--- src/sv/mwts_pkg.sv ---
`default_nettype none
// ----------------------------------------------------------------------------
// mwts_pkg
// Shared types and constants for the moving-window trade signal block:
// configuration register map, reset values and controller/datapath links.
// ----------------------------------------------------------------------------
package mwts_pkg;

    localparam int DEF_MAX_WINDOW = 64;
    localparam int DEF_PRICE_BITS = 24;

    localparam int DAY_BITS      = 16;
    localparam int WL_BITS       = 7;
    localparam int BW_BITS       = 10;
    localparam int CFG_IDX_BITS  = 2;
    localparam int CFG_DATA_BITS = 10;
    localparam int BAND_FRAC     = 4;

    localparam logic [CFG_IDX_BITS-1:0] CFG_STRATEGY_MODE = 2'd0;
    localparam logic [CFG_IDX_BITS-1:0] CFG_WINDOW_LENGTH = 2'd1;
    localparam logic [CFG_IDX_BITS-1:0] CFG_BAND_WIDTH_SQ = 2'd2;

    localparam logic MODE_MOMENTUM       = 1'b0;
    localparam logic MODE_MEAN_REVERSION = 1'b1;

    localparam logic [WL_BITS-1:0]  RST_WINDOW_LENGTH = 7'd20;
    localparam logic [BW_BITS-1:0]  RST_BAND_WIDTH_SQ = 10'd36;
    localparam logic [DAY_BITS-1:0] DAY_MAX           = 16'hFFFF;

    typedef struct packed {
        logic load;
        logic mul1;
        logic mul2;
        logic mul3;
        logic commit;
    } t_dp_cmd;

    typedef struct packed {
        logic emit;
        logic out_busy;
    } t_dp_status;

endpackage
`default_nettype wire

--- src/sv/mwts_ctrl.sv ---
`default_nettype none
// ----------------------------------------------------------------------------
// mwts_ctrl
// Sequencer: accepts one price, steps the datapath through three multiply
// stages and a commit, and holds the commit while a trade record waits.
// ----------------------------------------------------------------------------
module mwts_ctrl
    import mwts_pkg::*;
(
    input  wire logic       i_clk,
    input  wire logic       i_rst_n,
    input  wire logic       i_in_valid,
    input  wire t_dp_status i_status,
    output logic            o_in_stall,
    output t_dp_cmd         o_cmd
);

    localparam logic [2:0] ST_IDLE   = 3'd0;
    localparam logic [2:0] ST_MUL1   = 3'd1;
    localparam logic [2:0] ST_MUL2   = 3'd2;
    localparam logic [2:0] ST_MUL3   = 3'd3;
    localparam logic [2:0] ST_COMMIT = 3'd4;

    logic [2:0] r_state;
    logic [2:0] n_state;
    logic       commit_ok;

    assign commit_ok  = !(i_status.emit && i_status.out_busy);
    assign o_in_stall = (r_state != ST_IDLE);

    always_comb begin
        o_cmd        = '0;
        n_state      = r_state;
        case (r_state)
            ST_IDLE: begin
                if (i_in_valid) begin
                    o_cmd.load = 1'b1;
                    n_state    = ST_MUL1;
                end
            end
            ST_MUL1: begin
                o_cmd.mul1 = 1'b1;
                n_state    = ST_MUL2;
            end
            ST_MUL2: begin
                o_cmd.mul2 = 1'b1;
                n_state    = ST_MUL3;
            end
            ST_MUL3: begin
                o_cmd.mul3 = 1'b1;
                n_state    = ST_COMMIT;
            end
            ST_COMMIT: begin
                // hold until the output register can take the record
                if (commit_ok) begin
                    o_cmd.commit = 1'b1;
                    n_state      = ST_IDLE;
                end
            end
            default: begin
                n_state = ST_IDLE;
            end
        endcase
    end

    always_ff @(posedge i_clk) begin
        if (!i_rst_n) begin
            r_state <= ST_IDLE;
        end else begin
            r_state <= n_state;
        end
    end

endmodule
`default_nettype wire

--- config.mk ---
export PLATFORM = sky130hd
export DESIGN_NAME = mwts_ctrl
export DESIGN_NICKNAME = d
export VERILOG_FILES = /design/src/sv/mwts_pkg.sv /design/src/sv/mwts_ctrl.sv
export SDC_FILE = /design/constraint.sdc
export NUM_CORES = 1
export LEC_CHECK = 0
export BUFFER_PORTS_ARGS = -buffer_cell sky130_fd_sc_hd__buf_2
export CAP_MARGIN = 30
export CELL_PAD_IN_SITES_DETAIL_PLACEMENT = 1
export CELL_PAD_IN_SITES_GLOBAL_PLACEMENT = 1
export CORE_AREA = 2 2 39 41
export CTS_CLUSTER_DIAMETER = 80
export DETAILED_ROUTE_END_ITERATION = 8
export DIE_AREA = 0 0 41 43
export PLACE_DENSITY = 0.47
export SETUP_SLACK_MARGIN = 0.2
export SLEW_MARGIN = 5
export SYNTH_ARGS = -nofsm -noshare
export SYNTH_HDL_FRONTEND = slang
export SYNTH_SLANG_ARGS = --single-unit
export TNS_END_PERCENT = 100
--- constraint.sdc ---
create_clock -name i_clk -period 1.1 [get_ports i_clk]
set_input_delay 0.11 -clock i_clk [delete_from_list [all_inputs] [get_ports i_clk]]
set_output_delay 0.11 -clock i_clk [all_outputs]
set_load 0.05 [all_outputs]
Yosys cells after proc, flatten, opt, wreduce, memory -nomap -nowiden
Index checks and enable logic that the tools add are counted.
{ "classes": {"shift": 0, "div_mod_pow": 0, "n_mul": 0, "n_eq_ne": 6, "n_reduce_logical": 4, "n_mux": 10, "magnitude_cmp": 0, "n_bitwise": 0, "add_sub_neg": 0} }
{ "op_table": {"columns": ["operator", "count"], "rows": [
  ["$pmux W3 S5", 1],
  ["$mux W1", 7],
  ["$eq A3 B2 Y1 const B", 2],
  ["$mux W3", 2],
  ["$ne A2 B2 Y1 const B", 2],
  ["$eq A3 B1 Y1 const B", 1],
  ["$eq A3 B3 Y1 const B", 1],
  ["$logic_not A3 Y1", 1],
  ["$reduce_bool A3 Y1", 1],
  ["$reduce_and A2 Y1", 1],
  ["$logic_and A1 B1 Y1", 1]
]} }
{ "word_totals": {"regBits": 3, "inputBits": 5, "out_inout_bits": 6, "wordCells": 21, "n_memories": 0, "latch_bits": 0, "mem_bits_ro": 0, "ramBits": 0} }

Longest topological paths before layout
Gate-level depths: netlist of the first run.
{ "depth": {"word_depth": 3, "ltp_mapped": 2} }

Worst setup path after synthesis of the first run
No wires, ideal clock.
{ "synth_timing": {"kind": "reg-to-output", "from": "reg r_state[1]", "to": "out o_cmd[4] (netlist name)", "t_arrival_ns": 1.683, "path_stages_with_launch": 3, "slack_ns": -0.693, "path_cell_list": "dfxtp_1 or3_1 nor2_1"} }
{ "synth_lines": {"columns": ["element", "line_no", "rtl"], "rows": [
  ["start, declared", "mwts_ctrl.sv:24", "logic [2:0] r_state;"],
  ["start signal, assigned", "mwts_ctrl.sv:70", "r_state <= n_state;"],
  ["end, declared", "mwts_ctrl.sv:15", "output t_dp_cmd o_cmd"]
]} }

==> impl_metrics.tcl, run 1 <==
set metrics [dict create \
    status "finished with violations" \
    violations "negative setup slack" \
    clk_pin_slew_worst_paths_ns 0.04 \
    hold_class "in2reg" \
    hold_slack_ns 0.134 \
    power.static_leakage_nw 0.195 \
    grt_pass1_vias 258 \
    worst_pin_slew_ns 0.158 \
    clockRootBuffer "clkbuf_4" \
    timing.final.crit_share_pct 124 \
    critPathKind "reg2out" \
    clock-skew-final_ns 0.00227 \
    routed_via_density 3.75 \
    fp.dieArea_um2 1760 \
    cts_hold_buffers 0 \
    hold_viol_final 0 \
    average_size_of_a_mapped_cell_um2 8.48 \
    sequential_share_of_the_synthesized_area_pct 39.3 \
    synthDominantCellAreaShare_pct 39.3 \
    critical_path.endpoint_type "primary output" \
    cts_buffers 3 \
    final.min_clock_period_ns 1.37 \
    cts_buffer_depth 2 \
    cp_data_arrival_time_ns 1.26 \
    largest_register_ffs 3 \
    finalSetupViolations 7 \
    yosysWarningCount 0 \
    max_slew_headroom_at_the_worst_pin_pct 89.4 \
    drive_above_1_share_pct 80.5 \
    setup_slack_ns -0.267 \
    nets 47 \
    fmax_ghz 0.731 \
    finish.cell_count_without_fillers 57 \
    die_height_um 43 \
    area_delta_synth_final_pct 184 \
    largest_registers "r_state: 3 flops" \
    insertedDiodeCount 0 \
    drt_first_iter_violations 0 \
    grt_setup_unrepaired "true" \
    synth.area.top_cells "dfxtp_1, nor3b_1, nor2_1" \
    dp.cells 49 \
    worst_skew_pair.late_latency_ns 0.23 \
    timing_max_transition_violations_final 0 \
    grt_util_overall_pct 8.53 \
    fp.coreArea_um2 1380 \
    hpwl_um 471 \
    largest_register "r_state" \
    port_buffers 10 \
    antenna_violating_nets_remaining 0 \
    placement_rows 14 \
    start_util_pct 11.0 \
    grt_start_max_net_pins 5 \
    first_pass_grt_wire_length_um 986 \
    power.density_nw_per_um2 1340 \
    dieWidth_um 41 \
    setup.worst_path.start_class "flip-flop" \
    antenna_violations_before_repair 0 \
    post-route-drc-count 0 \
    cts-htree-levels 1 \
    design.portCount 11 \
    gpl.final_weighted_congestion 0.705 \
    synth-seq-cells 3 \
    mappedNetlistNets 23 \
    critical_path.max_fanout 4 \
    synthesis.area_um2 153 \
    cp.required_ns 0.99 \
    postSynthCellCount 18 \
    drt_first_pass_iters 1 \
    wl_um 600 \
    clock_sink_count 3 \
    detailroute.via_count 214 \
    yosys.area.top_type "dfxtp_1" \
    vdd_drop_max_mv 0.474 \
    tritoncts_clock_tree "built" \
    grt_overflow 0 \
    wire_per_inst_um 10.5 \
    yosys.cell_types.count 13 \
    timing.max_cap.violations 0 \
]
==> worst paths after layout <==
path | from | to | slack (ns) | cells after the start
worst max register to register | r_state[2] | r_state[2] | -0.17 | 5
worst min register to register | r_state[0] | r_state[0] | 0.57 | 2
worst max-delay path | r_state[2] | o_cmd[0] | -0.27 | 3
worst min-delay path | i_rst_n | r_state[2] | 0.13 | 2
==> metal layers <==
layer / wire, um / track usage [%]
met5: 0 / 0
met4: 0 / 6.00
met3: 8 / 1.57
met2: 405 / 14.4
met1: 186 / 8.65
==> metrics by stage <==
step	setup slack [ns]	power, mW	setup TNS [ns]	util [%]	area (um2)
after floorplan	-0.140	0.265	-0.324	-	191
after global placement	-0.137	0.326	-0.215	21.6	299
after detailed placement	-0.156	0.332	-0.244	21.6	299
after CTS	-0.282	0.589	-1.14	30.6	423
after global routing	-0.312	0.615	-1.36	31.3	433
final	-0.267	0.581	-1.10	31.3	433
==> cells in the mapped netlist, drive strengths merged <==
cell     number
o2bb2ai       1
nor3b         2
dfxtp         3
a21oi         1
and3b         1
xnor2         1
nand2b        1
nor3          1
or3b          1
or3           1
nor2          3
inv           1
nand3         1
==> kinds of logic (layout without fill, tap and decap cells) <==
group                     Yosys count  in the layout  synth area share [%]
buffers and inverters               1             24                  2.46
DFF                                 3              3                  39.3
and+or+nand+nor                    11             11                  43.4
AOI/OAI and AO/OA                   2              2                  9.01
xor gates and xnor gates            1              1                  5.74
==> power breakdown <==
part / switching (mW) / internal (mW)
combinational: 0.141 / 0.119
sequential: 0.00981 / 0.120
clock: 0.0545 / 0.136
==> layout by cell type, fill, tap and decap left out, drive strengths merged <==
cell type	instances
or3	1
inv	1
clkbuf	4
nand2b	1
dfxtp	3
or3b	1
nor2	3
and3b	1
o2bb2ai	1
a21oi	1
xnor2	1
nand3	1
nor3b	2
nor3	1
buf	19
==> worst max-delay path, stage by stage, from the launching register on <==
cell	delay, ns
dfxtp_2	0.34
or3b_4	0.40
a21oi_4	0.12
buf_6	0.17
==> area by class of cell <==
type | count | area (um2)
repair buffers | 19 | 178
well taps | 16 | 20.0
multi-input cells | 14 | 139
flip-flops and latches | 3 | 66.3
clock buffers | 4 | 26.3
inverters | 1 | 3.75
fillers | 156 | 951
==> repair_timing <==
item / CTS / global route
setup buffers: 4 / 0
gates resized for setup: 19 / 3
pin swaps: 4 / 2
endpoints found under the setup margin: 7 / 7
Power figures use the tool's default switching activity.
==> run 2: changes to the inputs <==
Settings changed: CTS_BUF_LIST set to sky130_fd_sc_hd__clkbuf_4 sky130_fd_sc_hd__clkbuf_8.
==> run 2 against run 1 <==
The flow still finishes with violations (negative setup slack); final cell count stayed put; global-route usage stayed put; clock power is 14% higher; sequential power hardly changed; critical endpoint unchanged.
==> impl_metrics.tcl, run 2 (same netlist as run 1, synthesis figures left out) <==
set metrics [dict create \
    critical_path.endpoint_type "primary output" \
    hpwl_um 471 \
    antenna_violations_before_repair 0 \
    hold_slack_ns 0.133 \
    area_delta_synth_final_pct 186 \
    worst_pin_slew_ns 0.158 \
    cts_buffers 3 \
    grt_pass1_vias 258 \
    wl_um 602 \
    tritoncts_clock_tree "built" \
    finish.cell_count_without_fillers 57 \
    max_slew_headroom_at_the_worst_pin_pct 89.4 \
    post-route-drc-count 0 \
    setup.worst_path.start_class "flip-flop" \
    proportion_of_power_drawn_by_flip_flops_and_latches_pct 21.5 \
    internal_power_mw 0.400 \
    cp_data_arrival_time_ns 1.26 \
    vdd_drop_max_mv 0.583 \
    clockRootBuffer "clkbuf_4" \
    drt_first_pass_iters 1 \
    hold_path_depth 2 \
    first_pass_grt_wire_length_um 986 \
    status "finished with violations" \
    insertedDiodeCount 0 \
    sw_frac_of_total_pct 34.0 \
    fp.dieArea_um2 1760 \
    drive_above_1_share_pct 82.9 \
    power.density_nw_per_um2 1390 \
    dp.cells 49 \
    final.min_clock_period_ns 1.37 \
    timing_max_transition_violations_final 0 \
    die_height_um 43 \
    rr_endpoint "r_state[2]" \
    gpl.final_weighted_congestion 0.705 \
    cts_buffer_depth 2 \
    largest_register "r_state" \
    detailroute.via_count 214 \
    grt_overflow 0 \
    beginning_of_the_worst_hold_path "i_rst_n" \
    clock_sink_count 3 \
    nets 47 \
    final_instance_area_um2 437 \
    setup.reg_to_reg.worst_slack_ns -0.17 \
    critPathKind "reg2out" \
    placement_rows 14 \
    cp.required_ns 0.99 \
    finish.utilization_pct 31.6 \
    start_util_pct 11.0 \
    combPwrFrac_pct 43.0 \
    dieWidth_um 41 \
    critical_path.max_fanout 4 \
    top_library_cells_by_usage_in_the_layout_fill_and_taps_aside "buf_6, buf_4, clkbuf_4, buf_2, buf_8" \
    netSwitchingPower_mw 0.206 \
    antenna_violating_nets_remaining 0 \
    wire_per_inst_um 10.6 \
    design.portCount 11 \
    violations "negative setup slack" \
    setup_slack_ns -0.268 \
    power.static_leakage_nw 0.198 \
    cts-htree-levels 1 \
    fmax_ghz 0.731 \
    hold_viol_final 0 \
    grt_util_overall_pct 8.53 \
    worst_skew_pair.late_latency_ns 0.23 \
    largest_register_ffs 3 \
    p_clk_share_pct 35.6 \
    finalSetupViolations 7 \
    timing.max_cap.violations 0 \
    largest_registers "r_state: 3 flops" \
    fp.coreArea_um2 1380 \
    clock-skew-final_ns 0.00246 \
    min_delay_endpoint "r_state[2]" \
    grt_start_max_net_pins 5 \
    clk_pin_slew_worst_paths_ns 0.04 \
    hold_class "in2reg" \
    port_buffers 10 \
    r2r_path_start "r_state[2]" \
    worst-r2r-cell-count 5 \
    placed_cell_area_um2 299 \
    post-layout-total-power_mw 0.606 \
    drt_first_iter_violations 0 \
    grt_setup_unrepaired "true" \
    timing.final.crit_share_pct 124 \
    routed_via_density 3.75 \
]
-- run 2: per-layer routing --
layer / up-vias / routed length, um / global-route usage [%]
li1: 109 / - / -
met1: 104 / 186 / 8.65
met2: 1 / 407 / 14.4
met3: 0 / 8 / 1.57
met4: 0 / 0 / 6.00
met5: - / 0 / 0
-- run 2: stage by stage --
| step | worst slack (ns) | TNS, ns |
|---|---|---|
| floorplan | -0.140 | -0.324 |
| global placement | -0.137 | -0.215 |
| detailed placement | -0.156 | -0.244 |
| CTS | -0.284 | -1.15 |
| global route | -0.313 | -1.36 |
| finish | -0.268 | -1.11 |
-- run 2: how the worst max path moves through the flow --
stage | startpoint | endpoint | slack (ns) | cells past startpoint
2_1_floorplan | r_state[2] | o_cmd[4] | -0.14 | 2
3_3_place_gp | r_state[2] | o_cmd[0] | -0.14 | 3
3_5_place_dp | r_state[2] | o_cmd[0] | -0.16 | 3
4_1_cts | r_state[2] | o_cmd[0] | -0.28 | 3
5_1_grt | r_state[0] | o_cmd[0] | -0.31 | 3
6_report | r_state[2] | o_cmd[0] | -0.27 | 3
-- run 2: layout make-up --
class,instances,area [um2]
inverter,1,3.75
sequential,3,66.3
timing repair buffer,19,178
clock buffer,4,30.0
tap,16,20.0
fill,157,947
multi-input combinational,14,139
-- run 2: power by group through the flow --
| stage | Combinational (mW) | Sequential (mW) | Clock (mW) |
|---|---|---|---|
| finish | 0.261 | 0.130 | 0.216 |
| global route | 0.273 | 0.131 | 0.236 |
| CTS | 0.255 | 0.130 | 0.231 |
| detailed placement | 0.201 | 0.131 | 0 |
| global placement | 0.196 | 0.130 | 0 |
| floorplan | 0.130 | 0.135 | 0 |
-- run 2: worst max-delay path, stage by stage (launching register included) --
cell	delay (ns)
dfxtp_2	0.34
or3b_4	0.40
a21oi_4	0.12
buf_6	0.17
-- run 2: what timing repair did --
item,CTS,global route
endpoints found under the hold margin,0,0
hold buffers,0,0
gates cloned,0,0
gates resized for setup,19,3
setup buffers,4,0
pin swaps,4,2
setup endpoints to repair,7,7
==> run 3: changes to the inputs <==
Clock period 1.1 ns to 1.57 ns, I/O delays scaled along.
==> run 3 against run 2 <==
The flow now finishes without violations; final cell count shrank 12%; clock power shrank 30%; highest routed layer unchanged; clock skew shrank 0.00067 ns; sequential share of layout area grew 6.8 points; largest power group is now clock; critical endpoint unchanged; utilization shrank 9.0 points; die area is the same; combinational power shrank 52%; non-clock buffer count shrank 7; global-route usage grew 0.29 points; cell area shrank 28%.
==> impl_metrics.tcl, run 3 (same netlist as run 1, synthesis figures left out) <==
set metrics [dict create \
    area_delta_synth_final_pct 105 \
    timing_max_transition_violations_final 0 \
    totalNegativeSetupSlack_ns 0 \
    cp_data_arrival_time_ns 1.27 \
    min_delay_endpoint "r_state[2]" \
    critical_path.max_fanout 7 \
    cts_buffers 3 \
    critical_path.endpoint_type "primary output" \
    largest_register_ffs 3 \
    dieWidth_um 41 \
    cts_buffer_depth 2 \
    design.portCount 11 \
    max_slew_headroom_at_the_worst_pin_pct 87.6 \
    internal_power_mw 0.241 \
    drive_above_1_share_pct 67.6 \
    power.density_nw_per_um2 1180 \
    fill_cells 173 \
    grt_start_max_net_pins 8 \
    finish.cell_count_without_fillers 50 \
    post-layout-total-power_mw 0.370 \
    antenna_violating_nets_remaining 0 \
    vdd_drop_max_mv 0.366 \
    cts-htree-levels 1 \
    clk_pin_slew_worst_paths_ns 0.04 \
    final_instance_area_um2 313 \
    insertedDiodeCount 0 \
    largest_registers "r_state: 3 flops" \
    port_buffers 10 \
    wire_per_inst_um 10.5 \
    dp.cells 44 \
    status "completed" \
    setup.reg_to_reg.worst_slack_ns 0.61 \
    largest_register "r_state" \
    top_library_cells_by_usage_in_the_layout_fill_and_taps_aside "buf_4, clkbuf_4, buf_2" \
    worst_pin_slew_ns 0.185 \
    hold_viol_final 0 \
    worst_skew_pair.late_latency_ns 0.23 \
    clock-skew-final_ns 0.00180 \
    drt_first_pass_iters 3 \
    sw_frac_of_total_pct 34.8 \
    critPathKind "reg2out" \
    die_height_um 43 \
    setup.worst_path.start_class "flip-flop" \
    nets 40 \
    cp.required_ns 1.41 \
    detailroute.via_count 195 \
    gpl.final_weighted_congestion 0.651 \
    rr_endpoint "r_state[2]" \
    timing.max_cap.violations 0 \
    power.static_leakage_nw 0.148 \
    beginning_of_the_worst_hold_path "i_rst_n" \
    combPwrFrac_pct 33.8 \
    worst-r2r-cell-count 2 \
    post-route-drc-count 0 \
    fp.coreArea_um2 1380 \
    placed_cell_area_um2 229 \
    finalSetupViolations 0 \
    grt_util_overall_pct 8.82 \
    r2r_path_start "r_state[1]" \
    clockRootBuffer "clkbuf_4" \
    p_clk_share_pct 41.0 \
    placement_rows 14 \
    netSwitchingPower_mw 0.129 \
    hold_class "in2reg" \
    grt_pass1_vias 223 \
    layout_commonest_cell "buf_4" \
    tritoncts_clock_tree "built" \
    wl_um 523 \
    proportion_of_power_drawn_by_flip_flops_and_latches_pct 25.2 \
    antenna_violations_before_repair 0 \
    drt_first_iter_violations 5 \
    routed_via_density 3.90 \
    grt_setup_unrepaired "true" \
    fmax_ghz 0.700 \
    start_util_pct 11.0 \
    first_pass_grt_wire_length_um 931 \
    hold_path_depth 2 \
    clock_sink_count 3 \
    grt_overflow 0 \
    timing.final.crit_share_pct 91.0 \
    fp.dieArea_um2 1760 \
    final.min_clock_period_ns 1.43 \
]
run 3: repair_timing:
item,CTS,global route
hold buffers,0,0
pin swaps,1,0
setup endpoints to repair,3,6
resized for setup,11,7
setup buffers,2,0
run 3: layer usage:
metal / wire length [um] / GRT usage, %
met4: 0 / 6.00
met2: 234 / 11.3
met1: 237 / 8.95
met5: 0 / 0
met3: 52 / 7.85
run 3: how the worst max path moves through the flow:
| stage | from | to | slack [ns] | depth (start not counted) |
|---|---|---|---|---|
| 3_5_place_dp | r_state[2] | o_cmd[0] | 0.27 | 3 |
| 3_3_place_gp | r_state[2] | o_cmd[0] | 0.28 | 3 |
| 4_1_cts | r_state[0] | o_cmd[0] | 0.13 | 3 |
| 5_1_grt | r_state[0] | o_cmd[0] | 0.09 | 3 |
| 2_1_floorplan | r_state[1] | o_cmd[2] | -0.16 | 1 |
| 6_report | r_state[1] | o_cmd[0] | 0.14 | 3 |
run 3: per-stage QoR:
stage	hold WS, ns	utilization, %	setup WS (ns)
detailed placement	0.412	16.5	0.274
global route	0.190	22.6	0.0895
finish	0.182	22.6	0.141
global placement	0.395	16.5	0.284
floorplan	0.274	-	-0.155
CTS	0.175	21.7	0.130
run 3: critical path: stages, from the launching register on:
cell	delay, ns
dfxtp_4	0.36
or3b_4	0.38
a21oi_2	0.13
buf_6	0.17
run 3: layout make-up:
type | instances | area (um2) | area share, %
multi-input cells | 14 | 103 | 32.8
inverters | 1 | 3.75 | 1.20
repair buffers | 12 | 87.6 | 28.0
clock buffers | 4 | 30.0 | 9.60
flip-flops and latches | 3 | 68.8 | 22.0
well taps | 16 | 20.0 | 6.40
run 3: power groups by stage:
stage               sequential (mW)  clock [mW]  combinational (mW)
finish                       0.0933       0.152               0.125
detailed placement           0.0946           0               0.104
floorplan                    0.0919           0              0.0801
global route                 0.0948       0.175               0.135
global placement             0.0943           0               0.102
CTS                          0.0926       0.161               0.120
